### config.mk
export PLATFORM = sky130hd
export DESIGN_NAME = packed_list_insert_remove_search_core
export DESIGN_NICKNAME = d
export VERILOG_FILES = /design/src/sv/plirs_pkg.sv /design/src/sv/plirs_ram.sv /design/src/sv/packed_list_insert_remove_search_core.sv
export VERILOG_INCLUDE_DIRS = /design/src /design/src/sv
export SDC_FILE = /design/constraint.sdc
export NUM_CORES = 1
export LEC_CHECK = 0
export BUFFER_PORTS_ARGS = -buffer_cell sky130_fd_sc_hd__buf_2
export CAP_MARGIN = 20
export CELL_PAD_IN_SITES_DETAIL_PLACEMENT = 1
export CELL_PAD_IN_SITES_GLOBAL_PLACEMENT = 2
export CORE_MARGIN = 2
export CORE_UTILIZATION = 51
export DETAILED_ROUTE_END_ITERATION = 10
export GPL_TIMING_DRIVEN = 0
export HOLD_SLACK_MARGIN = 0.02
export PLACE_DENSITY = 0.86
export SLEW_MARGIN = 15
export SYNTH_ARGS = -nofsm -noshare
export SYNTH_HDL_FRONTEND = slang
export SYNTH_HIERARCHICAL = 1
export SYNTH_SLANG_ARGS = --single-unit
### constraint.sdc
create_clock -name clk -period 6.2 [get_ports clk]
set_input_delay 0 -clock clk [delete_from_list [all_inputs] [get_ports clk]]
set_output_delay 0 -clock clk [all_outputs]
set_load 0.1 [all_outputs]
### src/sv/assert_macros.svh
`ifndef ASSERT_MACROS_SVH
`define ASSERT_MACROS_SVH

// Clocked check, off while reset is asserted.
`define PLIRS_ASSERT(label, prop, msg) \
  label: assert property (@(posedge clk) disable iff (!rst_n) (prop)) else $error(msg);

// Clocked check that also holds through reset.
`define PLIRS_ASSERT_ALWAYS(label, prop, msg) \
  label: assert property (@(posedge clk) (prop)) else $error(msg);

`endif

### src/sv/plirs_pkg.sv
`timescale 1ns / 1ps
`default_nettype none

package plirs_pkg;

  localparam int CAPACITY  = 8 << 2;
  localparam int ELEM_BITS = 32;
  localparam int IDX_W     = $clog2(CAPACITY);
  localparam int CNT_W     = IDX_W + 1;

  // Request codes
  localparam logic [2:0] REQ_APPEND     = 3'd0;
  localparam logic [2:0] REQ_REMOVE_AT  = 3'd1;
  localparam logic [2:0] REQ_REMOVE_VAL = 3'd2;
  localparam logic [2:0] REQ_CONTAINS   = 3'd3;
  localparam logic [2:0] REQ_INDEX_OF   = 3'd4;
  localparam logic [2:0] REQ_READ       = 3'd5;

  // Status codes
  localparam logic [2:0] ST_OK    = 3'd0;
  localparam logic [2:0] ST_ZERO  = 3'd1;
  localparam logic [2:0] ST_FULL  = 3'h2;
  localparam logic [2:0] ST_MISS  = 3'd3;
  localparam logic [2:0] ST_RANGE = 3'd4;

  typedef enum logic [2:0] {
    S_IDLE,
    S_SCAN,
    S_SHIFT,
    S_READ,
    S_DONE
  } state_t;

  typedef struct packed {
    logic                 we;
    logic [IDX_W-1:0]     waddr;
    logic [ELEM_BITS-1:0] wdata;
    logic                 re;
    logic [IDX_W-1:0]     raddr;
  } ram_req_t;

endpackage

`default_nettype wire

### src/sv/plirs_ram.sv
`timescale 1ns / 1ps
`default_nettype none

module plirs_ram (
  input  wire logic                           clk,
  input  wire plirs_pkg::ram_req_t            req,
  output logic [plirs_pkg::ELEM_BITS-1:0]     rdata
);
  import plirs_pkg::*;

  logic [ELEM_BITS-1:0] mem [CAPACITY];
  logic [ELEM_BITS-1:0] rdata_r;

  always_ff @(posedge clk) begin
    if (req.we) begin
      mem[req.waddr] <= req.wdata;
    end
  end

  always_ff @(posedge clk) begin
    if (req.re) begin
      rdata_r <= mem[req.raddr];
    end
  end

  assign rdata = rdata_r;

endmodule

`default_nettype wire

### src/sv/packed_list_insert_remove_search_core.sv
// Channel   Ports                                              Direction
// -------   -------------------------------------------------  ---------
// in        in_valid, in_stall, in_req_type, in_element,        in
//           in_position
// out       out_valid, out_stall, out_status, out_read_element, out
//           out_found_index, out_count
//
// Append, range errors and zero-handle requests go straight to the final state;
// read passes through a read state first. Search walks the list one entry per cycle.
// Remove shifts one entry per cycle through the separate read and write ports
// of the entry RAM, moving each later entry down one slot.
// Synchronous active-low reset empties the list; stored entries are not cleared.
// A stalled result holds in the output register; the next transaction waits in
// the final state until that register frees up.
`timescale 1ns / 1ps
`default_nettype none

`include "assert_macros.svh"

module packed_list_insert_remove_search_core (
  input  wire logic                            clk,
  input  wire logic                            rst_n,
  input  wire logic                            in_valid,
  output logic                                 in_stall,
  input  wire logic [2:0]                      in_req_type,
  input  wire logic [plirs_pkg::ELEM_BITS-1:0] in_element,
  input  wire logic [plirs_pkg::IDX_W-1:0]     in_position,
  output logic                                 out_valid,
  input  wire logic                            out_stall,
  output logic [2:0]                           out_status,
  output logic [plirs_pkg::ELEM_BITS-1:0]      out_read_element,
  output logic [plirs_pkg::IDX_W-1:0]          out_found_index,
  output logic [plirs_pkg::CNT_W-1:0]          out_count
);
  import plirs_pkg::*;

  state_t               state_r, state_nxt;
  logic [IDX_W-1:0]     idx_r, idx_nxt;
  logic [CNT_W-1:0]     count_r, count_nxt;
  logic                 out_valid_r, out_valid_nxt;

  logic [2:0]           req_r, req_nxt;
  logic [ELEM_BITS-1:0] elem_r, elem_nxt;
  logic [2:0]           res_status_r, res_status_nxt;
  logic [ELEM_BITS-1:0] res_rd_r, res_rd_nxt;
  logic [IDX_W-1:0]     res_fidx_r, res_fidx_nxt;

  logic [2:0]           out_status_r, out_status_nxt;
  logic [ELEM_BITS-1:0] out_rd_r, out_rd_nxt;
  logic [IDX_W-1:0]     out_fidx_r, out_fidx_nxt;
  logic [CNT_W-1:0]     out_count_r, out_count_nxt;

  ram_req_t             ram_req;
  logic [ELEM_BITS-1:0] ram_rdata;

  logic [CNT_W-1:0]     idx_p1, idx_p2, pos_ext;

  plirs_ram u_ram (
    .clk   (clk),
    .req   (ram_req),
    .rdata (ram_rdata)
  );

  assign idx_p1  = {1'b0, idx_r} + CNT_W'(1);
  assign idx_p2  = {1'b0, idx_r} + CNT_W'(2);
  assign pos_ext = {1'b0, in_position};

  always_comb begin
    state_nxt      = state_r;
    idx_nxt        = idx_r;
    count_nxt      = count_r;
    out_valid_nxt  = out_valid_r;
    req_nxt        = req_r;
    elem_nxt       = elem_r;
    res_status_nxt = res_status_r;
    res_rd_nxt     = res_rd_r;
    res_fidx_nxt   = res_fidx_r;
    out_status_nxt = out_status_r;
    out_rd_nxt     = out_rd_r;
    out_fidx_nxt   = out_fidx_r;
    out_count_nxt  = out_count_r;
    ram_req        = '0;

    if (out_valid_r && !out_stall) begin
      out_valid_nxt = 1'b0;
    end

    unique case (state_r)
      S_IDLE: begin
        if (in_valid) begin
          req_nxt        = in_req_type;
          elem_nxt       = in_element;
          res_status_nxt = ST_OK;
          res_rd_nxt     = '0;
          res_fidx_nxt   = '0;
          state_nxt      = S_DONE;
          case (in_req_type) inside
            REQ_APPEND: begin
              if (in_element == '0) begin
                res_status_nxt = ST_ZERO;
              end else if (count_r == CNT_W'(CAPACITY)) begin
                res_status_nxt = ST_FULL;
              end else begin
                ram_req.we    = 1'b1;
                ram_req.waddr = count_r[IDX_W-1:0];
                ram_req.wdata = in_element;
                count_nxt     = count_r + CNT_W'(1);
              end
            end
            REQ_REMOVE_AT: begin
              if (pos_ext >= count_r) begin
                res_status_nxt = ST_RANGE;
              end else if ((pos_ext + CNT_W'(1)) < count_r) begin
                ram_req.re    = 1'b1;
                ram_req.raddr = in_position + IDX_W'(1);
                idx_nxt       = in_position;
                state_nxt     = S_SHIFT;
              end else begin
                // last entry: nothing to shift
                count_nxt = count_r - CNT_W'(1);
              end
            end
            REQ_REMOVE_VAL, REQ_CONTAINS, REQ_INDEX_OF: begin
              if (in_element == '0) begin
                res_status_nxt = ST_ZERO;
              end else if (count_r == '0) begin
                res_status_nxt = ST_MISS;
              end else begin
                ram_req.re    = 1'b1;
                ram_req.raddr = '0;
                idx_nxt       = '0;
                state_nxt     = S_SCAN;
              end
            end
            REQ_READ: begin
              if (pos_ext >= count_r) begin
                res_status_nxt = ST_RANGE;
              end else begin
                ram_req.re    = 1'b1;
                ram_req.raddr = in_position;
                state_nxt     = S_READ;
              end
            end
            default: begin
            end
          endcase
        end
      end

      S_SCAN: begin
        // prefetch the next entry while comparing the current one
        ram_req.re    = 1'b1;
        ram_req.raddr = idx_p1[IDX_W-1:0];
        if (ram_rdata == elem_r) begin
          state_nxt = S_DONE;
          case (req_r)
            REQ_INDEX_OF: begin
              res_fidx_nxt = idx_r;
            end
            REQ_REMOVE_VAL: begin
              if (idx_p1 < count_r) begin
                state_nxt = S_SHIFT;
              end else begin
                count_nxt = count_r - CNT_W'(1);
              end
            end
            default: begin
            end
          endcase
        end else if (idx_p1 >= count_r) begin
          res_status_nxt = ST_MISS;
          state_nxt      = S_DONE;
        end else begin
          idx_nxt = idx_p1[IDX_W-1:0];
        end
      end

      S_SHIFT: begin
        // move entry idx+1 down to idx; read idx+2, if in the list, in the same cycle
        ram_req.we    = 1'b1;
        ram_req.waddr = idx_r;
        ram_req.wdata = ram_rdata;
        if (idx_p2 < count_r) begin
          ram_req.re    = 1'b1;
          ram_req.raddr = idx_p2[IDX_W-1:0];
          idx_nxt       = idx_p1[IDX_W-1:0];
        end else begin
          count_nxt = count_r - CNT_W'(1);
          state_nxt = S_DONE;
        end
      end

      S_READ: begin
        res_rd_nxt = ram_rdata;
        state_nxt  = S_DONE;
      end

      S_DONE: begin
        if (!out_valid_r || !out_stall) begin
          out_valid_nxt  = 1'b1;
          out_status_nxt = res_status_r;
          out_rd_nxt     = res_rd_r;
          out_fidx_nxt   = res_fidx_r;
          out_count_nxt  = count_r;
          state_nxt      = S_IDLE;
        end
      end

      default: begin
        state_nxt = S_IDLE;
      end
    endcase
  end

  always_ff @(posedge clk) begin
    if (!rst_n) begin
      state_r     <= S_IDLE;
      idx_r       <= '0;
      count_r     <= '0;
      out_valid_r <= 1'b0;
    end else begin
      state_r     <= state_nxt;
      idx_r       <= idx_nxt;
      count_r     <= count_nxt;
      out_valid_r <= out_valid_nxt;
    end
  end

  always_ff @(posedge clk) begin
    req_r        <= req_nxt;
    elem_r       <= elem_nxt;
    res_status_r <= res_status_nxt;
    res_rd_r     <= res_rd_nxt;
    res_fidx_r   <= res_fidx_nxt;
    out_status_r <= out_status_nxt;
    out_rd_r     <= out_rd_nxt;
    out_fidx_r   <= out_fidx_nxt;
    out_count_r  <= out_count_nxt;
  end

  assign in_stall         = (state_r != S_IDLE);
  assign out_valid        = out_valid_r;
  assign out_status       = out_status_r;
  assign out_read_element = out_rd_r;
  assign out_found_index  = out_fidx_r;
  assign out_count        = out_count_r;

  `PLIRS_ASSERT(a_count_cap, count_r <= CNT_W'(CAPACITY), "entry count above capacity")
  `PLIRS_ASSERT(a_scan_in_list, (state_r == S_SCAN) |-> ({1'b0, idx_r} < count_r),
    "scan index past end of list")
  `PLIRS_ASSERT(a_shift_src, (state_r == S_SHIFT) |-> (idx_p1 < count_r),
    "shift source past end of list")
  `PLIRS_ASSERT(a_count_step, ($past(rst_n) && !$stable(count_r)) |->
    ((count_r == $past(count_r) + CNT_W'(1)) || (count_r + CNT_W'(1) == $past(count_r))),
    "entry count moved by more than one")
  `PLIRS_ASSERT(a_out_from_done, ($past(rst_n) && $rose(out_valid_r)) |->
    ($past(state_r) == S_DONE), "result presented outside the final state")

endmodule

`default_nettype wire

==> results.toml, run 1 <==
[synth]
synth_top_area_share_pct = 74.3
synth_area_leaders = "edfxtp_1, mux2i_1, a22o_1, a22oi_1, a21oi_1"
synth_cell_types = 58
synth_warnings = 6
ys.flop_type = "edfxtp_1"
yosysTopAreaCell = "edfxtp_1"
synth_edf_count = 1177
ys_async_sr_fraction_pct = 0
ys_ff_latch = 1192
synth_nets = 2879
syn_area_um2 = 47500
avgSynthCellArea_um2 = 16.9
ys_seq_area_share_pct = 75.0
syn_inst = 2806

[sta]
period_minus_slack_ns = 5.88
worst_slew_pin_slew_ns = 1.26
whs_ns = 0.0685
min_period_over_period_pct = 94.9
setup_violations = 0
finalWorstSetupSlack_ns = 0.319
drv_slew = 0
fin_skew_ns = 0.0208
fmax_ghz = 0.170
setup_tns_ns = 0
rsz0062_at_grt = "false"
final_hold_viol_count = 0
slew-limit-headroom_pct = 15.8

[clocking]
clockBufferDepth = 3
cts_tree = "built"
htreeDepth = 3
cts.sinks = 1192
numCtsBuffers = 118
cts.clk_slew.worst_paths_ns = 0.06
cts-root-buf = "clkbuf_16"
clock_latency_ns = 0.70
cts_setup_buffers = 0

[worst_setup_path]
cp_slowest_cell = "clkbuf_1"
required_ns = 6.58
crit_top_cell = "clkbuf_1"
timing.critical_path.buf_inv = 3
start_kind = "flop"
critical_path_class = "flop to flop"
crit_path_cell_trace = "clkbuf_1 -> inv_1 -> ha_1 -> o21ai_0 -> a21oi_1 -> o41ai_1 -> nand2_1 -> o221ai_2 -> nor2b_1 -> clkbuf_1 -> a22o_1 -> nor3_1 -> a31oi_1 -> nand3_1"
critPathTopFamily = "compound AO/OA/AOI/OAI gates"
cp-end-kind = "flop"
slowest_delay_ns = 0.84
cp_max_fo = 10
critPathArrivalTime_ns = 6.26

[global_route]
grt_pass1_vias = 29566
grt_pass1_wl_um = 198000
antenna_found_initial = 5
overflow = 0
grt_start_max_net_pins = 36
grt.total_usage_pct = 28.4

[floorplan]
ios = 92
die_width_um = 309
die_area_um2 = 95700
die_h_um = 309
rows = 111
fp.coreArea_um2 = 92100
initial_core_util_pct = 51.6

[layout]
final_cell_mix = "edfxtp_1, mux2i_1, buf_2"
drive_gt1_share_pct = 14.7
num-nets-final = 3174
design_area_um2 = 54900
antenna_cells = 0
syn_to_final_growth_pct = 15.5
fillers = 8231
final_common_cell = "edfxtp_1"

[power_and_ir_drop]
vdd.ir_drop.worst_mv = 0.268
power_density_nw_per_um2 = 396
p_leak_nw = 17.5

[route]
vias = 27710
viasPerCell = 6.24
drtIter0Drc = 2877
wl_um = 135000
ant_nets = 0
drt_first_pass_iters = 5
wl_per_cell_um = 30.5
drc = 0

[place]
place_congestion = 0.853
placed_area_um2 = 50700
place_ws_ns = -0.157
dp_hpwl_um = 91000
port_buffers = 90

[outcome]
status = "complete, no violations"

[min_path]
hp-class = "primary input to flop"

[flow_run]
drv_cap = 0
==> per-stage QoR <==
stage                     utilization (%)  total power, mW  cells
after global placement               53.8             14.5   4139
after detailed placement             55.0             14.8   4182
after CTS                            59.5             21.7   4442
after global routing                 59.7             22.4   4443
after floorplan                         -             13.0   2806
final                                59.7             21.7   4443
==> cells in the mapped netlist (3+ instances only) <==
cell type  instances
nand3_1          113
nand2_1          121
mux2i_1          515
and3_1             4
ha_1              29
o221ai_1           4
buf_2             35
clkbuf_1          59
a311oi_1           4
edfxtp_1        1177
a22o_1           102
nor2b_1            8
buf_1              7
nor4_1            16
nand2b_1           5
or2_2              3
nand4_1            8
a22oi_1           98
nor2_1            56
or3_1              5
o31ai_1            7
o211ai_1           4
nand3b_1           5
a21oi_1          122
inv_1             17
dfxtp_1           15
and2_1            42
o41a_1             3
a31oi_1           35
buf_6             17
xnor2_1            5
nor3_1            43
o21ai_0           12
xor2_1            36
buf_4             34
or3b_2             3
nor3b_1            3
or4_1              5
a41oi_1            3
==> where the power goes <==
| group | internal, mW | leakage (nW) | switching [mW] |
|---|---|---|---|
| clock network | 3.96 | 1.83 | 3.00 |
| registers | 9.47 | 11.0 | 0.245 |
| logic | 1.49 | 4.64 | 3.56 |
==> worst paths after layout <==
check | from | end | slack [ns] | depth (start not counted)
max | count_r[2] | u_ram/rdata[25] | 0.32 | 14
min | in_req_type[1] | req_r[1] | 0.07 | 2
max reg2reg | count_r[2] | u_ram/rdata[25] | 0.32 | 14
min reg2reg | res_rd_r[20] | out_read_element[20] | 0.41 | 0
==> cells by family after synthesis <==
logic type | Yosys count | synth area share, %
adder cells (fa/ha/maj) | 29 | 0.763
XOR/XNOR | 41 | 0.755
buffers and inverters | 171 | 1.99
AO/OA/AOI/OAI | 413 | 6.06
multiplexers | 515 | 10.8
flip-flops | 1192 | 75.0
AND/OR/NAND/NOR | 445 | 4.61
==> layer usage <==
layer / share of wire, % / vias to the layer above / routed length (um) / track usage [%]
li1: - / 11706 / - / -
met1: 40 / 14487 / 53700 / 37.1
met2: 49 / 1211 / 66800 / 47.9
met3: 7.1 / 304 / 9640 / 4.84
met4: 3.9 / 2 / 5230 / 10.5
met5: 0.0096 / - / 13 / 0
==> worst reg2reg max path: cells and delay by family, from the launching register on <==
kind                       cells  cell delay (ns)
AOI/OAI and AO/OA              6             2.55
adders and majority gates      1             0.34
buffers and inverters          3             1.42
DFF                            1             0.33
and+or+nand+nor                4             0.93
==> what timing repair did <==
item / CTS / global route
endpoints found under the setup margin: 8 / 32
resized for setup: 2 / 17
endpoints found under the hold margin: 104 / 0
pin swaps: 0 / 0
hold buffers: 43 / 0
==> final cells by class <==
| class | count | area [um2] | area share [%] |
|---|---|---|---|
| Sequential cell | 1192 | 35600 | 64.9 |
| Multi-Input combinational cell | 1443 | 11300 | 20.6 |
| Clock buffer | 145 | 3120 | 5.68 |
| Timing Repair Buffer | 177 | 1750 | 3.18 |
| Tap cell | 1243 | 1560 | 2.83 |
| Buffer | 152 | 882 | 1.61 |
| Clock inverter | 74 | 616 | 1.12 |
| Inverter | 17 | 63.8 | 0.116 |
==> flip-flops by register name (all words and copies together), names as in the netlist <==
register          cells
res_fidx_r            5
u_ram/rdata          32
out_found_index       5
u_ram/mem          1024
req_r                 3
out_valid             1
count_r               6
res_status_r          3
state_r               3
out_status            3
out_count             6
res_rd_r             32
out_read_element     32
elem_r               32
idx_r                 5
Power figures use the tool's default switching activity.
==> run 2, diff against run 1 <==
--- a/config.mk
+++ b/config.mk
@@ -16,6 +16,7 @@
 export GPL_TIMING_DRIVEN = 0
 export HOLD_SLACK_MARGIN = 0.02
 export PLACE_DENSITY = 0.86
+export RECOVER_POWER = 50
 export SLEW_MARGIN = 15
 export SYNTH_ARGS = -nofsm -noshare
 export SYNTH_HDL_FRONTEND = slang
==> run 2 against run 1 <==
  * The run now ends with max-capacitance violations, max-slew violations left
  * Die area is the same
  * Count of clock-buffer cells in the layout did not move
  * Utilization decreased by 0.26 points
  * Combinational power down 1%
  * Final cell count about the same
  * Critical path depth stayed put
  * Sequential power hardly changed
  * Clock power about the same
  * Non-clock buffer count unchanged
  * Largest cell class unchanged
  * Largest power group unchanged
==> results.toml, run 2 (synthesized netlist as in run 1, its figures left out) <==
[outcome]
status = "complete, but fails checks"
violations = "max-capacitance violations, max-slew violations"

[route]
viasPerCell = 6.25
drt_first_pass_iters = 5
wl_per_cell_um = 30.5
ant_nets = 0
drc = 0
wl_um = 135000
vias = 27766
drtIter0Drc = 2901

[clocking]
htreeDepth = 3
cts.sinks = 1192
cts.clk_slew.worst_paths_ns = 0.06
numCtsBuffers = 118
cts_tree = "built"
clockBufferDepth = 3
clock_latency_ns = 0.70
cts_setup_buffers = 0
cts-root-buf = "clkbuf_16"

[sta]
min_period_over_period_pct = 95.9
whs_ns = 0.126
rsz0062_at_grt = "false"
worst_slew_pin_slew_ns = 2.29
fmax_ghz = 0.168
final_hold_viol_count = 0
period_minus_slack_ns = 5.95
setup_violations = 0
finalWorstSetupSlack_ns = 0.255
slew-limit-headroom_pct = -53.0
drv_slew = 55
fin_skew_ns = 0.0199

[place]
placed_area_um2 = 50700
dp_hpwl_um = 91000
port_buffers = 90
place_congestion = 0.853
place_ws_ns = -0.157

[min_path]
hold-path-endpoint = "req_r[1]"
holdPathStages = 2
hp-class = "primary input to flop"
worst_hold_startpoint = "in_req_type[1]"

[worst_setup_path]
cp-end-kind = "flop"
r2r_end = "u_ram/rdata[25]"
start_kind = "flop"
r2r_cells = 14
critical_path_class = "flop to flop"
required_ns = 6.58
cp_max_fo = 10
regToRegSetupSlack_ns = 0.25
critPathArrivalTime_ns = 6.32
r2r-start = "count_r[2]"

[global_route]
overflow = 0
met3_usage_pct = 4.84
grt_busiest_layer = "met2"
met1_usage_pct = 37.1
grtUsageMet2_pct = 47.9
grt_pass1_vias = 29566
grt_pass1_wl_um = 198000
grt.total_usage_pct = 28.4
grt_start_max_net_pins = 36
antenna_found_initial = 5

[layout]
final_cell_mix = "edfxtp_1, mux2i_1, clkbuf_1"
design_area_um2 = 54700
syn_to_final_growth_pct = 15.0
drive_gt1_share_pct = 10.8
final_common_cell = "edfxtp_1"
final_core_util_pct = 59.4
largest-register = "u_ram/mem"
num-nets-final = 3174
largest_reg_flops = 1024

[floorplan]
die_width_um = 309
die_area_um2 = 95700
fp.coreArea_um2 = 92100
ios = 92
initial_core_util_pct = 51.6
rows = 111
die_h_um = 309

[power_and_ir_drop]
power_density_nw_per_um2 = 397
p_leak_nw = 17.2
vdd.ir_drop.worst_mv = 0.268

[flow_run]
drv_cap = 2
## run 2: cell types whose count changed in the layout (fill, tap and decap cells not counted), moves of 2 or more
| cell | previous run | this run |
|---|---|---|
| and2_0 | 0 | 29 |
| buf_2 | 125 | 37 |
| buf_8 | 6 | 1 |
| a22o_2 | 26 | 2 |
| clkbuf_1 | 78 | 174 |
| a22o_1 | 76 | 100 |
| buf_4 | 38 | 36 |
| and2_1 | 42 | 13 |
## run 2: area by class of cell
class | instances | area (um2)
Fill cell | 8310 | 37400
Sequential cell | 1192 | 35600
Multi-Input combinational cell | 1443 | 11300
Clock buffer | 145 | 3120
Timing Repair Buffer | 177 | 1560
Tap cell | 1243 | 1560
Buffer | 152 | 876
Clock inverter | 74 | 616
Inverter | 17 | 63.8
Antenna cell | 1 | 2.50
## run 2: where the power goes
part           internal, mW  switching [mW]
sequential             9.48           0.249
clock                  3.96            3.00
combinational          1.43            3.57
total                  14.9            6.82
## run 2: worst max-delay path by stage
stage          slack (ns)           from  cells after the start          endpoint
2_1_floorplan        2.02     state_r[1]                     10  u_ram/mem[28][0]
3_3_place_gp        -0.79  in_element[2]                     12  u_ram/mem[4][10]
3_5_place_dp        -0.16     count_r[2]                     17   u_ram/rdata[10]
4_1_cts              0.08     count_r[2]                     17   u_ram/rdata[23]
5_1_grt              0.04     count_r[2]                     17   u_ram/rdata[21]
6_report             0.25     count_r[2]                     14   u_ram/rdata[25]
## run 2: metrics by stage
step	TNS, ns	cells	power (mW)
after global routing	0	4443	22.3
after detailed placement	-0.361	4182	14.8
after CTS	0	4442	21.7
after global placement	-238.59	4139	14.5
after floorplan	0	2806	13.0
final	0	4444	21.7
## run 2: timing repair
action | in CTS | in global routing
hold buffers | 43 | 0
hold endpoints to repair | 104 | 0
resized for setup | 2 | 17
setup endpoints to repair | 8 | 32
pin swaps | 0 | 0
## run 2: critical path: stages, from the launching register on
cell	delay, ns
dfxtp_1	0.33
clkbuf_1	0.32
inv_1	0.26
ha_1	0.34
o21ai_0	0.14
a21oi_1	0.07
o41ai_1	0.85
nand2_1	0.39
o221ai_2	0.62
nor2b_1	0.27
clkbuf_1	0.83
a22o_1	0.24
nor3_1	0.08
a31oi_1	0.64
nand3_1	0.22
## run 2: routing by layer
layer	routed length [um]	share of wire [%]	vias to the layer above
li1	-	-	11715
met1	54400	40	14530
met2	66900	49	1223
met3	9070	6.7	296
met4	5110	3.8	2
met5	13	0.0096	-
